<file path="src/hw/rtl/act_pkg.sv">
// ----------------------------------------------------------------------------
// Access control table package
// Table size, index widths, item kinds, status codes and sequencer states.
// ----------------------------------------------------------------------------
package act_pkg;

    localparam int ENTRIES = 16;
    localparam int IDX_W   = (ENTRIES > 1) ? $clog2(ENTRIES) : 1;
    localparam int CNT_W   = $clog2(ENTRIES + 1);
    localparam int UID_W   = 32;
    localparam int RIGHT_W = 8;
    localparam int ENTRY_W = UID_W + RIGHT_W;

    localparam logic [1:0] KIND_CHECK  = 2'd0;
    localparam logic [1:0] KIND_SET    = 2'd1;
    localparam logic [1:0] KIND_DELETE = 2'd2;

    localparam logic [1:0] ST_OK     = 2'd0;
    localparam logic [1:0] ST_FULL   = 2'd1;
    localparam logic [1:0] ST_ABSENT = 2'd2;

    typedef struct packed {
        logic [UID_W-1:0]   user;
        logic [RIGHT_W-1:0] rights;
    } t_entry;

    typedef enum logic [1:0] {
        S_IDLE,
        S_SCAN,
        S_WRITE,
        S_OUT
    } t_state;

endpackage

</file>
<file path="src/hw/rtl/access_control_table_top.sv">
// ----------------------------------------------------------------------------
// Access control table
// Maps user ids to rights masks; check, set and delete against a slot table.
// ----------------------------------------------------------------------------
// Input channel (i_valid/o_ready) carries one word per request: kind, user id,
// rights bits and kernel flag. Output channel (o_valid/i_ready) returns one
// word per request: rights found, granted and status.
// The default rights register is written through i_cfg_wr_en/i_cfg_wr_data
// and takes effect at once; write it only while the block is idle.
// Each request scans every slot of the table through one user id comparator,
// one slot per cycle from a RAM with registered read. An accepted word goes
// through S_SCAN, then S_WRITE for the update, then S_OUT, where o_valid is
// high. One request is in flight at a time: a new word is not accepted until
// the result of the last one is taken. A stalled receiver holds the result
// in the output register and the block stays not ready until it is taken.
// Reset clears all slot valid bits and the default rights to zero; the slot
// contents need no clearing.
// ----------------------------------------------------------------------------
module access_control_table_top (
    input  logic                        i_clk,
    input  logic                        i_rst_n,
    input  logic                        i_cfg_wr_en,
    input  logic [act_pkg::RIGHT_W-1:0] i_cfg_wr_data,
    input  logic                        i_valid,
    output logic                        o_ready,
    input  logic [1:0]                  i_kind,
    input  logic [act_pkg::UID_W-1:0]   i_user_id,
    input  logic [act_pkg::RIGHT_W-1:0] i_rights_bits,
    input  logic                        i_from_kernel,
    output logic                        o_valid,
    input  logic                        i_ready,
    output logic [act_pkg::RIGHT_W-1:0] o_rights_found,
    output logic                        o_granted,
    output logic [1:0]                  o_status
);

    act_pkg::t_state r_state, n_state;

    logic [act_pkg::RIGHT_W-1:0] r_default;
    logic [act_pkg::ENTRIES-1:0] r_valid;

    logic [1:0]                  r_kind;
    logic [act_pkg::UID_W-1:0]   r_uid;
    logic [act_pkg::RIGHT_W-1:0] r_req;
    logic                        r_kern;

    logic [act_pkg::CNT_W-1:0]   r_cnt;
    logic                        r_cmp_vld;
    logic [act_pkg::IDX_W-1:0]   r_cmp_idx;

    logic                        r_hit;
    logic [act_pkg::IDX_W-1:0]   r_hit_idx;
    logic [act_pkg::RIGHT_W-1:0] r_hit_rights;
    logic                        r_free;
    logic [act_pkg::IDX_W-1:0]   r_free_idx;

    logic [act_pkg::RIGHT_W-1:0] r_rights_found;
    logic                        r_granted;
    logic [1:0]                  r_status;

    logic                        in_acc;
    logic                        out_acc;
    logic                        scan_last;
    logic                        cmp_hit;
    logic                        cmp_free;
    logic                        ram_we;
    logic [act_pkg::IDX_W-1:0]   ram_waddr;
    logic [act_pkg::IDX_W-1:0]   ram_raddr;
    act_pkg::t_entry             ram_wdata;
    act_pkg::t_entry             ram_rdata;
    logic [act_pkg::RIGHT_W-1:0] chk_rights;

    assign in_acc    = i_valid && o_ready;
    assign out_acc   = o_valid && i_ready;
    assign scan_last = (r_cnt == act_pkg::CNT_W'(act_pkg::ENTRIES));

    // comparator on the slot whose read data is now at the RAM output
    assign cmp_hit  = r_cmp_vld && r_valid[r_cmp_idx] && (ram_rdata.user == r_uid);
    assign cmp_free = r_cmp_vld && !r_valid[r_cmp_idx];

    assign chk_rights = r_hit ? r_hit_rights : r_default;

    act_ram #(
        .WIDTH (act_pkg::ENTRY_W),
        .DEPTH (act_pkg::ENTRIES)
    ) u_slots (
        .i_clk     (i_clk),
        .i_wr_en   (ram_we),
        .i_wr_addr (ram_waddr),
        .i_wr_data (ram_wdata),
        .i_rd_addr (ram_raddr),
        .o_rd_data (ram_rdata)
    );

    // next state
    always_comb begin
        n_state = r_state;
        case (r_state)
            act_pkg::S_IDLE:  if (in_acc)    n_state = act_pkg::S_SCAN;
            act_pkg::S_SCAN:  if (scan_last) n_state = act_pkg::S_WRITE;
            act_pkg::S_WRITE: n_state = act_pkg::S_OUT;
            act_pkg::S_OUT:   if (out_acc)   n_state = act_pkg::S_IDLE;
            default:          n_state = act_pkg::S_IDLE;
        endcase
    end

    // outputs
    always_comb begin
        o_ready   = 1'b0;
        o_valid   = 1'b0;
        ram_we    = 1'b0;
        ram_raddr = r_cnt[act_pkg::IDX_W-1:0];
        ram_waddr = r_hit ? r_hit_idx : r_free_idx;
        ram_wdata = '{user: r_uid, rights: r_req};
        case (r_state)
            act_pkg::S_IDLE:  o_ready = 1'b1;
            act_pkg::S_SCAN:  ;
            act_pkg::S_WRITE: ram_we = (r_kind == act_pkg::KIND_SET) && (r_hit || r_free);
            act_pkg::S_OUT:   o_valid = 1'b1;
            default:          ;
        endcase
    end

    always_ff @(posedge i_clk) begin
        if (!i_rst_n) begin
            r_state   <= act_pkg::S_IDLE;
            r_default <= '0;
            r_valid   <= '0;
            r_cmp_vld <= 1'b0;
        end else begin
            r_state <= n_state;
            if (i_cfg_wr_en) begin
                r_default <= i_cfg_wr_data;
            end
            r_cmp_vld <= (r_state == act_pkg::S_SCAN) && !scan_last;
            if (r_state == act_pkg::S_WRITE) begin
                if (r_kind == act_pkg::KIND_SET && (r_hit || r_free)) begin
                    r_valid[ram_waddr] <= 1'b1;
                end else if (r_kind == act_pkg::KIND_DELETE && r_hit) begin
                    r_valid[r_hit_idx] <= 1'b0;
                end
            end
        end
    end

    always_ff @(posedge i_clk) begin
        r_cmp_idx <= r_cnt[act_pkg::IDX_W-1:0];
        if (in_acc) begin
            r_kind <= i_kind;
            r_uid  <= i_user_id;
            r_req  <= i_rights_bits;
            r_kern <= i_from_kernel;
            r_cnt  <= '0;
            r_hit  <= 1'b0;
            r_free <= 1'b0;
        end else if (r_state == act_pkg::S_SCAN) begin
            if (!scan_last) begin
                r_cnt <= r_cnt + act_pkg::CNT_W'(1);
            end
            // keep the first match and the lowest free slot
            if (cmp_hit && !r_hit) begin
                r_hit        <= 1'b1;
                r_hit_idx    <= r_cmp_idx;
                r_hit_rights <= ram_rdata.rights;
            end
            if (cmp_free && !r_free) begin
                r_free     <= 1'b1;
                r_free_idx <= r_cmp_idx;
            end
        end
        if (r_state == act_pkg::S_WRITE) begin
            case (r_kind)
                act_pkg::KIND_CHECK: begin
                    r_rights_found <= chk_rights;
                    r_granted      <= r_kern || ((r_req & chk_rights) == r_req);
                    r_status       <= act_pkg::ST_OK;
                end
                act_pkg::KIND_SET: begin
                    r_rights_found <= '0;
                    r_granted      <= 1'b0;
                    r_status       <= (!r_hit && !r_free) ? act_pkg::ST_FULL : act_pkg::ST_OK;
                end
                act_pkg::KIND_DELETE: begin
                    r_rights_found <= '0;
                    r_granted      <= 1'b0;
                    r_status       <= r_hit ? act_pkg::ST_OK : act_pkg::ST_ABSENT;
                end
                default: begin
                    r_rights_found <= '0;
                    r_granted      <= 1'b0;
                    r_status       <= act_pkg::ST_OK;
                end
            endcase
        end
    end

    assign o_rights_found = r_rights_found;
    assign o_granted      = r_granted;
    assign o_status       = r_status;

    a_no_overlap: assert property (@(posedge i_clk) disable iff (!i_rst_n)
        !(o_valid && o_ready))
        else $error("input accepted while a result is pending");

    a_busy_after_accept: assert property (@(posedge i_clk) disable iff (!i_rst_n)
        in_acc |=> !o_ready)
        else $error("ready again right after accept");

    a_check_only_fields: assert property (@(posedge i_clk) disable iff (!i_rst_n)
        (o_valid && r_kind != act_pkg::KIND_CHECK) |-> (!o_granted && o_rights_found == '0))
        else $error("rights or grant reported for a non-check word");

    a_full_only_on_set: assert property (@(posedge i_clk) disable iff (!i_rst_n)
        (o_valid && o_status == act_pkg::ST_FULL) |-> (r_kind == act_pkg::KIND_SET && r_valid == '1))
        else $error("table full reported while a slot is free or kind is not set");

endmodule

</file>
<file path="src/hw/rtl/act_ram.sv">
// ----------------------------------------------------------------------------
// Generic RAM
// One write port, one read port, registered read data.
// ----------------------------------------------------------------------------
module act_ram #(
    parameter int WIDTH = 8,
    parameter int DEPTH = 16,
    parameter int AW    = (DEPTH > 1) ? $clog2(DEPTH) : 1
) (
    input  logic             i_clk,
    input  logic             i_wr_en,
    input  logic [AW-1:0]    i_wr_addr,
    input  logic [WIDTH-1:0] i_wr_data,
    input  logic [AW-1:0]    i_rd_addr,
    output logic [WIDTH-1:0] o_rd_data
);

    logic [WIDTH-1:0] r_mem [DEPTH];
    logic [WIDTH-1:0] r_rd_data;

    always_ff @(posedge i_clk) begin
        if (i_wr_en) begin
            r_mem[i_wr_addr] <= i_wr_data;
        end
        r_rd_data <= r_mem[i_rd_addr];
    end

    assign o_rd_data = r_rd_data;

endmodule

</file>
<file path="config.mk">
export PLATFORM = sky130hd
export DESIGN_NAME = access_control_table_top
export DESIGN_NICKNAME = d
export VERILOG_FILES = /design/src/hw/rtl/act_pkg.sv /design/src/hw/rtl/access_control_table_top.sv /design/src/hw/rtl/act_ram.sv
export SDC_FILE = /design/constraint.sdc
export NUM_CORES = 1
export LEC_CHECK = 0
export BUFFER_PORTS_ARGS = -buffer_cell sky130_fd_sc_hd__buf_2
export CAP_MARGIN = 20
export CORE_AREA = 5 5 228 230
export DETAILED_ROUTE_END_ITERATION = 7
export DIE_AREA = 0 0 233 235
export GPL_ROUTABILITY_DRIVEN = 1
export GPL_TIMING_DRIVEN = 0
export HOLD_SLACK_MARGIN = 0.1
export PLACE_DENSITY_LB_ADDON = 0.25
export SLEW_MARGIN = 20
export SYNTH_ARGS = -nofsm -noshare
export SYNTH_HDL_FRONTEND = slang
export SYNTH_SLANG_ARGS = --single-unit
</file>
<file path="constraint.sdc">
create_clock -name i_clk -period 5.85 [get_ports i_clk]
set_clock_uncertainty 0.2 [all_clocks]
set_input_delay 0.8775 -clock i_clk [delete_from_list [all_inputs] [get_ports i_clk]]
set_output_delay 0.8775 -clock i_clk [all_outputs]
set_load 0.03 [all_outputs]
</file>
=== Word level (Yosys, flattened, before mapping) ===
Memory sizes are Yosys's and may differ from the RTL's. A register that Yosys moved wholly into a read port is not among the register bits.
Index checks and enable logic that the tools add are counted.

* Register bits: 108
* Memory bits (writable): 640
* Bits of input ports: 56
* Output and inout bits: 13
* Logic and storage cells: 93
* Memories kept: 1

* Add/sub/neg operators: 1
* Magnitude comparators: 5
* Equal/unequal tests: 11
* Mux-type cells: 22
* Bitwise logic cells: 6
* Reductions and logical operators: 29

{| class="wikitable"
|+ Memory list
! memory !! depth !! bits a word !! read ports !! clocked after memory_dff !! wr ports !! line !! text
|-
| u_slots.r_mem || 16 || 40 || 1 || 1 || 1 || act_ram.sv:18 || <nowiki>logic [WIDTH-1:0] r_mem [DEPTH];</nowiki>
|}

{| class="wikitable"
|+ Operator list
! operator !! count
|-
| equality test 32 bit || 1
|-
| two-way mux 16 bit || 2
|-
| bitwise AND 16 bit || 1
|-
| NOT 16 bit || 1
|-
| bitwise OR 16 bit || 1
|-
| < comparator 4 x 5 -> 1 bit, second input constant || 3
|-
| logical AND 1 bit || 13
|-
| two-way mux 1 bit || 9
|-
| AND reduction 3 bit || 3
|-
| bitwise AND 8 bit || 1
|-
| demux 1 bit (select 4 bit) || 2
|-
| equality test 8 bit || 1
|-
| >= comparator 4 x 1 -> 1 bit, second input constant || 2
|-
| two-way mux 2 bit || 4
|-
| two-way mux 8 bit || 1
|-
| one-hot mux 2 bit (4 select lines) || 1
|-
| AND reduction 2 bit || 4
|-
| equality test 2 bit, second input constant || 3
|-
| != test 2 bit, second input constant || 3
|-
| adder 5 x 1 -> 5 bit, second input constant || 1
|-
| equality test 5 bit, second input constant || 1
|-
| binary-select mux 1 bit (select 4 bit) || 1
|-
| equality test 2 x 1 -> 1 bit, second input constant || 2
|-
| logical NOT 1 bit || 4
|-
| other kinds (6) || 9
|}

=== Logic depth before layout (Yosys ltp) ===
Gate-level depths: netlist of the first run.

* Word-level depth: 8
* Mapped depth: 10
* Depth with buffers taken out: 7

=== By module ===
From an unflattened synthesis of the first run, not the netlist that was laid out.

* Cells, all modules: 1,376
* Area total of the unflattened synthesis: 29,663.4 µm²

{| class="wikitable"
|+ By module, submodules not included
! module !! instances !! cells each !! area each (µm²) !! seq. area each (µm²)
|-
| act_ram || 1 || 1,040 || 25,131.6 || 20,019.2
|-
| access_control_table_top || 1 || 336 || 4,531.8 || 2,862.7
|}

=== Worst setup path after synthesis of the first run ===
No wires, ideal clock.

* Path type: reg2reg
* From: register r_state[0]
* To: register r_valid[6] (netlist bit)
* Setup time: 0.065 ns
* Data arrival time: 3.574 ns
* Data required time: 5.585 ns
* Slack: 2.011 ns
* Cell stages (with the launch flop): 7
* Path buffers: 0
* Clock period less this slack: 3.839 ns
* Path through: dfxtp_1 -> inv_1 -> ha_1 -> o211ai_1 -> or2_2 -> nor2_1 -> o221a_2

* Cells in the longest elaborated chain, start to end: 2

{| class="wikitable"
|+ Ends and longest elaborated chain
! item !! line !! text
|-
| start, declared || access_control_table_top.sv:37 || <nowiki>act_pkg::t_state r_state, n_state;</nowiki>
|-
| start signal, assigned || access_control_table_top.sv:126 || <nowiki>r_state <= act_pkg::S_IDLE;</nowiki>
|-
| start signal, assigned || access_control_table_top.sv:131 || <nowiki>r_state <= n_state;</nowiki>
|-
| equality test 2 bit || access_control_table_top.sv:136 || <nowiki>if (r_state == act_pkg::S_WRITE) begin</nowiki>
|-
| AND reduction 2 bit (no line) || - ||
|-
| end signal, assigned || access_control_table_top.sv:128 || <nowiki>r_valid <= '0;</nowiki>
|-
| end signal, assigned by index || access_control_table_top.sv:138 || <nowiki>r_valid[ram_waddr] <= 1'b1;</nowiki>
|-
| end signal, assigned by index || access_control_table_top.sv:140 || <nowiki>r_valid[r_hit_idx] <= 1'b0;</nowiki>
|-
| end, declared || access_control_table_top.sv:40 || <nowiki>logic [act_pkg::ENTRIES-1:0] r_valid;</nowiki>
|}

No other way between the ends.
A chain may end at the register's enable or synchronous reset.

=== Final worst setup path of the first run ===
* From: register r_state[0]
* To: memory u_slots.r_mem[0][39] (netlist bit) (enable)

* Cells in the longest elaborated chain, start to end: 4

{| class="wikitable"
|+ Ends and longest elaborated chain
! item !! line !! text
|-
| equality test 2 bit || access_control_table_top.sv:115 || <nowiki>case (r_state)</nowiki>
|-
| two-way mux 1 bit || access_control_table_top.sv:115 ||
|-
| two-way mux 1 bit || act_ram.sv:22 || <nowiki>if (i_wr_en) begin</nowiki>
|-
| two-way mux 1 bit (not written as such) || act_ram.sv:23 || <nowiki>r_mem[i_wr_addr] <= i_wr_data;</nowiki>
|-
| end, declared || act_ram.sv:18 ||
|}

No other way between the ends.

==> metrics, run 1 <==
status=finished clean; Die W=around 230 um; reported max-cap violation count=0; Final ANT Viol Nets=0; largest net degree at the start of global routing=35; leakage=between 10 and 15 nW; vias in the first global route=~14000; register area share after synthesis=0.780; Worst Max-Slew Pin Slew=between 1 and 1.5 ns; setup bufs post-CTS=0; Residual DRC=0; root buf cell=clkbuf_16; hold-fix buffers at CTS=0; Setup crit start kind=register; Core Area=around 50000 um2; H-Tree Depth=3; die height=between 200 and 250 um; critical path type=reg -> reg; CP startpoint=r_state[0]; Crit. End Element=register; HPWL Detailed=between 30000 and 40000 um; Hold Vio Cnt, Final=0; CP Data Required Time=approximately 6 ns; Primary FF master, synth=edfxtp_1; fin crit share=0.594; CP top delay family=simple AND/OR/NAND/NOR gates; TritonRoute pass-1 iters=6; Ports=69; crit-path cells=inv_1 -> ha_1 -> o211ai_1 -> or2_2 -> nor2_4 -> buf_16 -> buf_16; Setup-failing EPs final=0; clock slew at reported path FFs=around 0.060 ns; max_slew headroom=0.287; CTS sink cnt=approximately 790; Post-CTS Resized=0; Placer Congestion=~0.8; top cells by area, synth=edfxtp_1 (73%), mux4_2 (16%), dfxtp_1 (5.3%); Synth top area share=0.727; final instance area=34100 um2; Clock Path Buffers=3; EDFF count, synth=around 700; Buf/Inv on CP=3; antenna violations before repair=1; max-slew violation count=0; Final nets=between 1500 and 2000; Clock Latency Late Sink=0.61 ns; Starting Density=0.591; total power=about 0.014 W; Site Rows=just over 80; DRT iter0 DRCs=~1800; Max Freq=0.288 GHz; die area=around 55000 um2; Critical Path Slowest Stage Cell=nor2_4; GRT Util Overall=0.245; post-synthesis cell type count=between 40 and 50; Pwr Density=slightly above 400 nW/um2; Peak supply drop=0.279 mV; FFs w/ async S/R, synth=0; CP arrival=between 3 and 4 ns; total wire length=66100 um; gr ovfl total=0; max incr delay on CP=~0.64 ns; Post-Syn Area=between 20000 and 30000 um2; share of layout cells above drive strength 1=0.306; CTS Buf Count=78; IO Port Bufs=66; Hold WC Path Type=reg -> reg; Placed Area=~32000 um2; total number of vias=~14000; leading area contributor after synthesis=edfxtp_1; Routed WL per cell=roughly 30 um; fin util=0.686; hold path startpoint=r_cnt[2]; CTS tree=built; CP most frequent cell=buf_16; mean post-synth cell area=~23 um2; vias per cell=~6.3; FF+latch count, synth=roughly 790; Synth Instances=about 1300; Layout area overhead=16.1%; most frequent cells in the layout=edfxtp_1 (710), mux4_2 (204), buf_2 (81), clkbuf_16 (81), dfxtp_1 (78); unrepaired setup endpoints after global routing=false; commonest non-fill, non-tap cell in the layout=edfxtp_1; Syn Nets=around 1300; Setup WS post-layout=2.38 ns; Period minus WS final=3.47 ns; worst-path maximum fanout=15; worst slack, placed=between 2 and 2.5 ns; first-pass GRT wire length=96200 um; TNS Setup=0 ns; Synth Warn #=0; Reg2Reg Launch Point=r_state[0]
-- cell type report --
type	instances	area, um2
timing repair buffer	102	1240
tap	672	841
antenna	1	2.50
sequential	788	22900
multi-input combinational	412	6220
clock buffer	113	2210
inverter	15	58.8
buffer	56	303
fill	3003	15600
clock inverter	29	313
-- power by group --
| group | total, W | internal [W] | switching, W |
|---|---|---|---|
| Sequential | 0.00713 | 0.00671 | 0.000414 |
| Clock | 0.00494 | 0.00293 | 0.00201 |
| Combinational | 0.00193 | 0.000932 | 0.00100 |
| Total | 0.0140 | 0.0106 | 0.00343 |
-- sequential cells by signal, indices dropped and copies added (netlist names), 2 cells and up --
signal and count:
r_default 8, r_state 2, r_valid 16, o_status 2
r_hit_rights 8, r_hit_idx 4, u_slots.r_mem 640, r_cmp_idx 4
r_uid 32, u_slots.o_rd_data 40, r_req 8, r_cnt 5
r_kind 2, o_rights_found 8, r_free_idx 4
-- synthesized netlist by cell type (all sizes together), types with 4 or more instances --
cell type and instances:
nor2 29, inv 15, a22oi 6, xor2 32, nor4 7, nor2b 24
ha 9, clkbuf 29, dfxtp 78, o21a 10, mux2i 20, or2 4
edfxtp 710, nand2 13, o221a 7, mux4 204, xnor2 4, nand4 4
buf 27, nand3 5, nor3 4
-- layer usage --
layer,vias up,track usage,routed length (um)
li1,5692,-,-
met1,7207,0.349,24900
met2,842,0.389,32700
met3,127,0.0565,6830
met4,0,0.0714,1650
met5,-,0,0
-- kinds of logic after synthesis --
kind of cell | after synthesis | share of synthesized area
and+or+nand+nor | 97 | 0.0171
buffers and inverters | 71 | 0.0120
DFF | 788 | 0.780
muxes | 224 | 0.163
adders and majority gates | 9 | 0.00384
xor gates and xnor gates | 36 | 0.0107
AOI/OAI and AO/OA | 46 | 0.0129
-- worst paths after layout --
path	to	slack, ns	cells after the start
setup / recovery	u_slots.r_mem[0][39]	2.38	7
hold / removal	r_cmp_idx[2]	0.16	0
setup reg to reg	u_slots.r_mem[0][39]	2.38	7
hold reg to reg	r_cmp_idx[2]	0.16	0
-- worst register-to-register path, stage by stage, from the launching register on --
cell,delay [ns]
dfxtp_1,0.35
inv_1,0.10
ha_1,0.53
o211ai_1,0.39
or2_2,0.51
nor2_4,0.64
buf_16,0.26
buf_16,0.19
-- through the flow --
| step | hold slack (ns) | cells |
|---|---|---|
| floorplan | 0.126 | 1271 |
| global placement | 0.132 | 2009 |
| detailed placement | 0.156 | 2045 |
| CTS | 0.156 | 2187 |
| global route | 0.147 | 2187 |
| finish | 0.162 | 2188 |
(Power assumes the default switching activity.)
==> run 2, diff against run 1 <==
==> constraint.sdc (replaced) <==
create_clock -name i_clk -period 3.2 [get_ports i_clk]
set_clock_uncertainty 0.2 [all_clocks]
set_input_delay 0.48 -clock i_clk [delete_from_list [all_inputs] [get_ports i_clk]]
set_output_delay 0.48 -clock i_clk [all_outputs]
set_load 0.03 [all_outputs]
==> metrics, run 2 (same netlist as run 1, synthesis figures left out) <==
CTS sink cnt=788 (unchanged); Routed WL per cell=29.2 um (was 30.2 um); CP startpoint=r_cnt[1] (was r_state[0]); CP Data Required Time=3.49 ns (was 5.95 ns); commonest non-fill, non-tap cell in the layout=edfxtp_1 (unchanged); IO Port Bufs=66 (unchanged); Layout area overhead=18.9% (was 16.1%); Placer Congestion=0.806 (was 0.803); Top reg by flops=u_slots.r_mem (unchanged); unrepaired setup endpoints after global routing=false (unchanged); die height=235 um (unchanged); HPWL Detailed=38700 um (was 39300 um); Reg2Reg Launch Point=r_cnt[1] (was r_state[0]); Peak supply drop=0.616 mV (was 0.279 mV); CTS tree=built (unchanged); Reg power frac=0.509 (about the same); Setup-failing EPs final=0 (unchanged); Final nets=1593 (was 1518); worst slack, placed=-0.219 ns (was 2.37 ns); Starting Density=0.591 (unchanged); TritonRoute pass-1 iters=6 (unchanged); gr ovfl total=0 (unchanged); worst-path maximum fanout=10 (was 15); max_slew headroom=0.283 (was 0.287); clock slew at reported path FFs=0.07 ns (was 0.06 ns); leakage=11.2 nW (was 10.8 nW); total wire length=66000 um (was 66100 um); Residual DRC=0 (unchanged); DRT iter0 DRCs=1903 (was 1814); Sw Ratio=0.246 (was 0.245); vias in the first global route=14500 (was 14300); share of layout cells above drive strength 1=0.311 (was 0.306); Site Rows=82 (unchanged); Period minus WS final=3.10 ns (was 3.47 ns); Core Area=49700 um2 (unchanged); CP arrival=3.39 ns (was 3.57 ns); clock share of power=0.351 (was 0.353); combinational power share=0.140 (was 0.138); Setup crit start kind=register (unchanged); antenna violations before repair=0 (was 1); n_diodes=0 (was 1); reported max-cap violation count=0 (unchanged); GRT Util Overall=0.245 (about the same); Placed Area=31500 um2 (about the same); vias per cell=6.28 (was 6.34); total number of vias=14200 (was 13900); Worst Max-Slew Pin Slew=1.08 ns (was 1.07 ns); status=finished clean (unchanged); first-pass GRT wire length=96900 um (was 96200 um); critical path type=reg -> reg (unchanged); largest net degree at the start of global routing=35 (unchanged); hold path startpoint=r_cnt[2] (unchanged); CTS Buf Count=77 (was 78); max-slew violation count=0 (unchanged); Crit. End Element=register (unchanged); Pwr Density=734 nW/um2 (was 411 nW/um2); Hold WC Path Type=reg -> reg (unchanged); Final ANT Viol Nets=0 (unchanged); Clock Latency Late Sink=0.63 ns (was 0.61 ns); Max Freq=0.323 GHz (was 0.288 GHz); Hold Vio Cnt, Final=0 (unchanged); most frequent cells in the layout=edfxtp_1 (710), mux4_2 (204), buf_2 (81), clkbuf_16 (81), dfxtp_1 (78) (unchanged); final instance area=34900 um2 (was 34100 um2); root buf cell=clkbuf_16 (unchanged); Ports=69 (unchanged); fin crit share=0.969 (was 0.594); Setup WS post-layout=0.0997 ns (was 2.38 ns); max FFs per register=640 (unchanged); Internal=0.0193 W (was 0.0106 W); Die W=233 um (unchanged); P_sw=0.00631 W (was 0.00343 W); die area=54800 um2 (unchanged); Clock Path Buffers=3 (unchanged); TNS Setup=0 ns (unchanged); H-Tree Depth=3 (unchanged)
run 2: changes by cell type in the layout (fill, tap and decap cells not counted), moves of 2 or more:
cell,delta
clkbuf_8,+3
inv_6,+2
clkbuf_1,-7
dlygate4sd3_1,+54
buf_12,+13
buf_4,+12
bufinv_16,-2
clkinv_2,+3
buf_16,-4
run 2: power groups by stage:
| stage | Sequential (W) | Clock (W) | Combinational (W) |
|---|---|---|---|
| floorplan | 0.0130 | 0 | 0.00246 |
| global placement | 0.0132 | 0 | 0.00344 |
| detailed placement | 0.0132 | 0 | 0.00354 |
| CTS | 0.0130 | 0.00908 | 0.00363 |
| global route | 0.0131 | 0.00954 | 0.00383 |
| finish | 0.0130 | 0.00898 | 0.00360 |
run 2: metrics by stage:
step | cells | util | hold slack, ns | power, W
3_5_place_dp | 2043 | 0.634 | 0.146 | 0.0168
6_report | 2265 | 0.703 | 0.150 | 0.0256
5_1_grt | 2265 | 0.703 | 0.157 | 0.0265
2_1_floorplan | 1271 | - | 0.126 | 0.0155
3_3_place_gp | 2009 | 0.615 | 0.132 | 0.0166
4_1_cts | 2264 | 0.702 | 0.148 | 0.0257
run 2: cell type report:
cell class	count	area, um2
Timing Repair Buffer	178	2040
Tap cell	672	841
Multi-Input combinational cell	412	6240
Buffer	56	309
Sequential cell	788	22900
Clock buffer	110	2230
Fill cell	2910	14800
Inverter	15	58.8
Clock inverter	34	307
run 2: final timing paths:
check / end / slack, ns / cells past startpoint
worst min-delay path: r_cmp_idx[2] / 0.15 / 0
worst max-delay path: r_state[1] / 0.1 / 10
worst min register to register: r_cmp_idx[2] / 0.15 / 0
worst max register to register: r_state[1] / 0.1 / 10
run 2: timing repair:
| item | 4_1_cts | 5_1_grt |
|---|---|---|
| gates resized for setup | 1 | 4 |
| buffers inserted | 23 | 0 |
| gates cloned | 0 | 0 |
| pin swaps | 9 | 0 |
| hold endpoints to repair | 54 | 0 |
| hold buffers | 54 | 0 |
| setup endpoints to repair | 246 | 26 |
run 2: worst max-delay path, stage by stage, from the launching register on:
cell             delay, ns
dfxtp_1               0.33
buf_2                 0.17
buf_2                 0.21
clkdlybuf4s15_1       0.58
inv_1                 0.23
ha_1                  0.20
nand2_1               0.07
o31a_1                0.39
a221oi_2              0.32
mux2i_1               0.23
nor2b_1               0.06
run 2: per-layer routing:
| layer | wire length [um] | vias up | GRT usage |
|---|---|---|---|
| li1 | - | 5834 | - |
| met1 | 26100 | 7475 | 0.362 |
| met2 | 32000 | 783 | 0.384 |
| met3 | 6360 | 126 | 0.0558 |
| met4 | 1550 | 0 | 0.0605 |
| met5 | 0 | - | 0 |
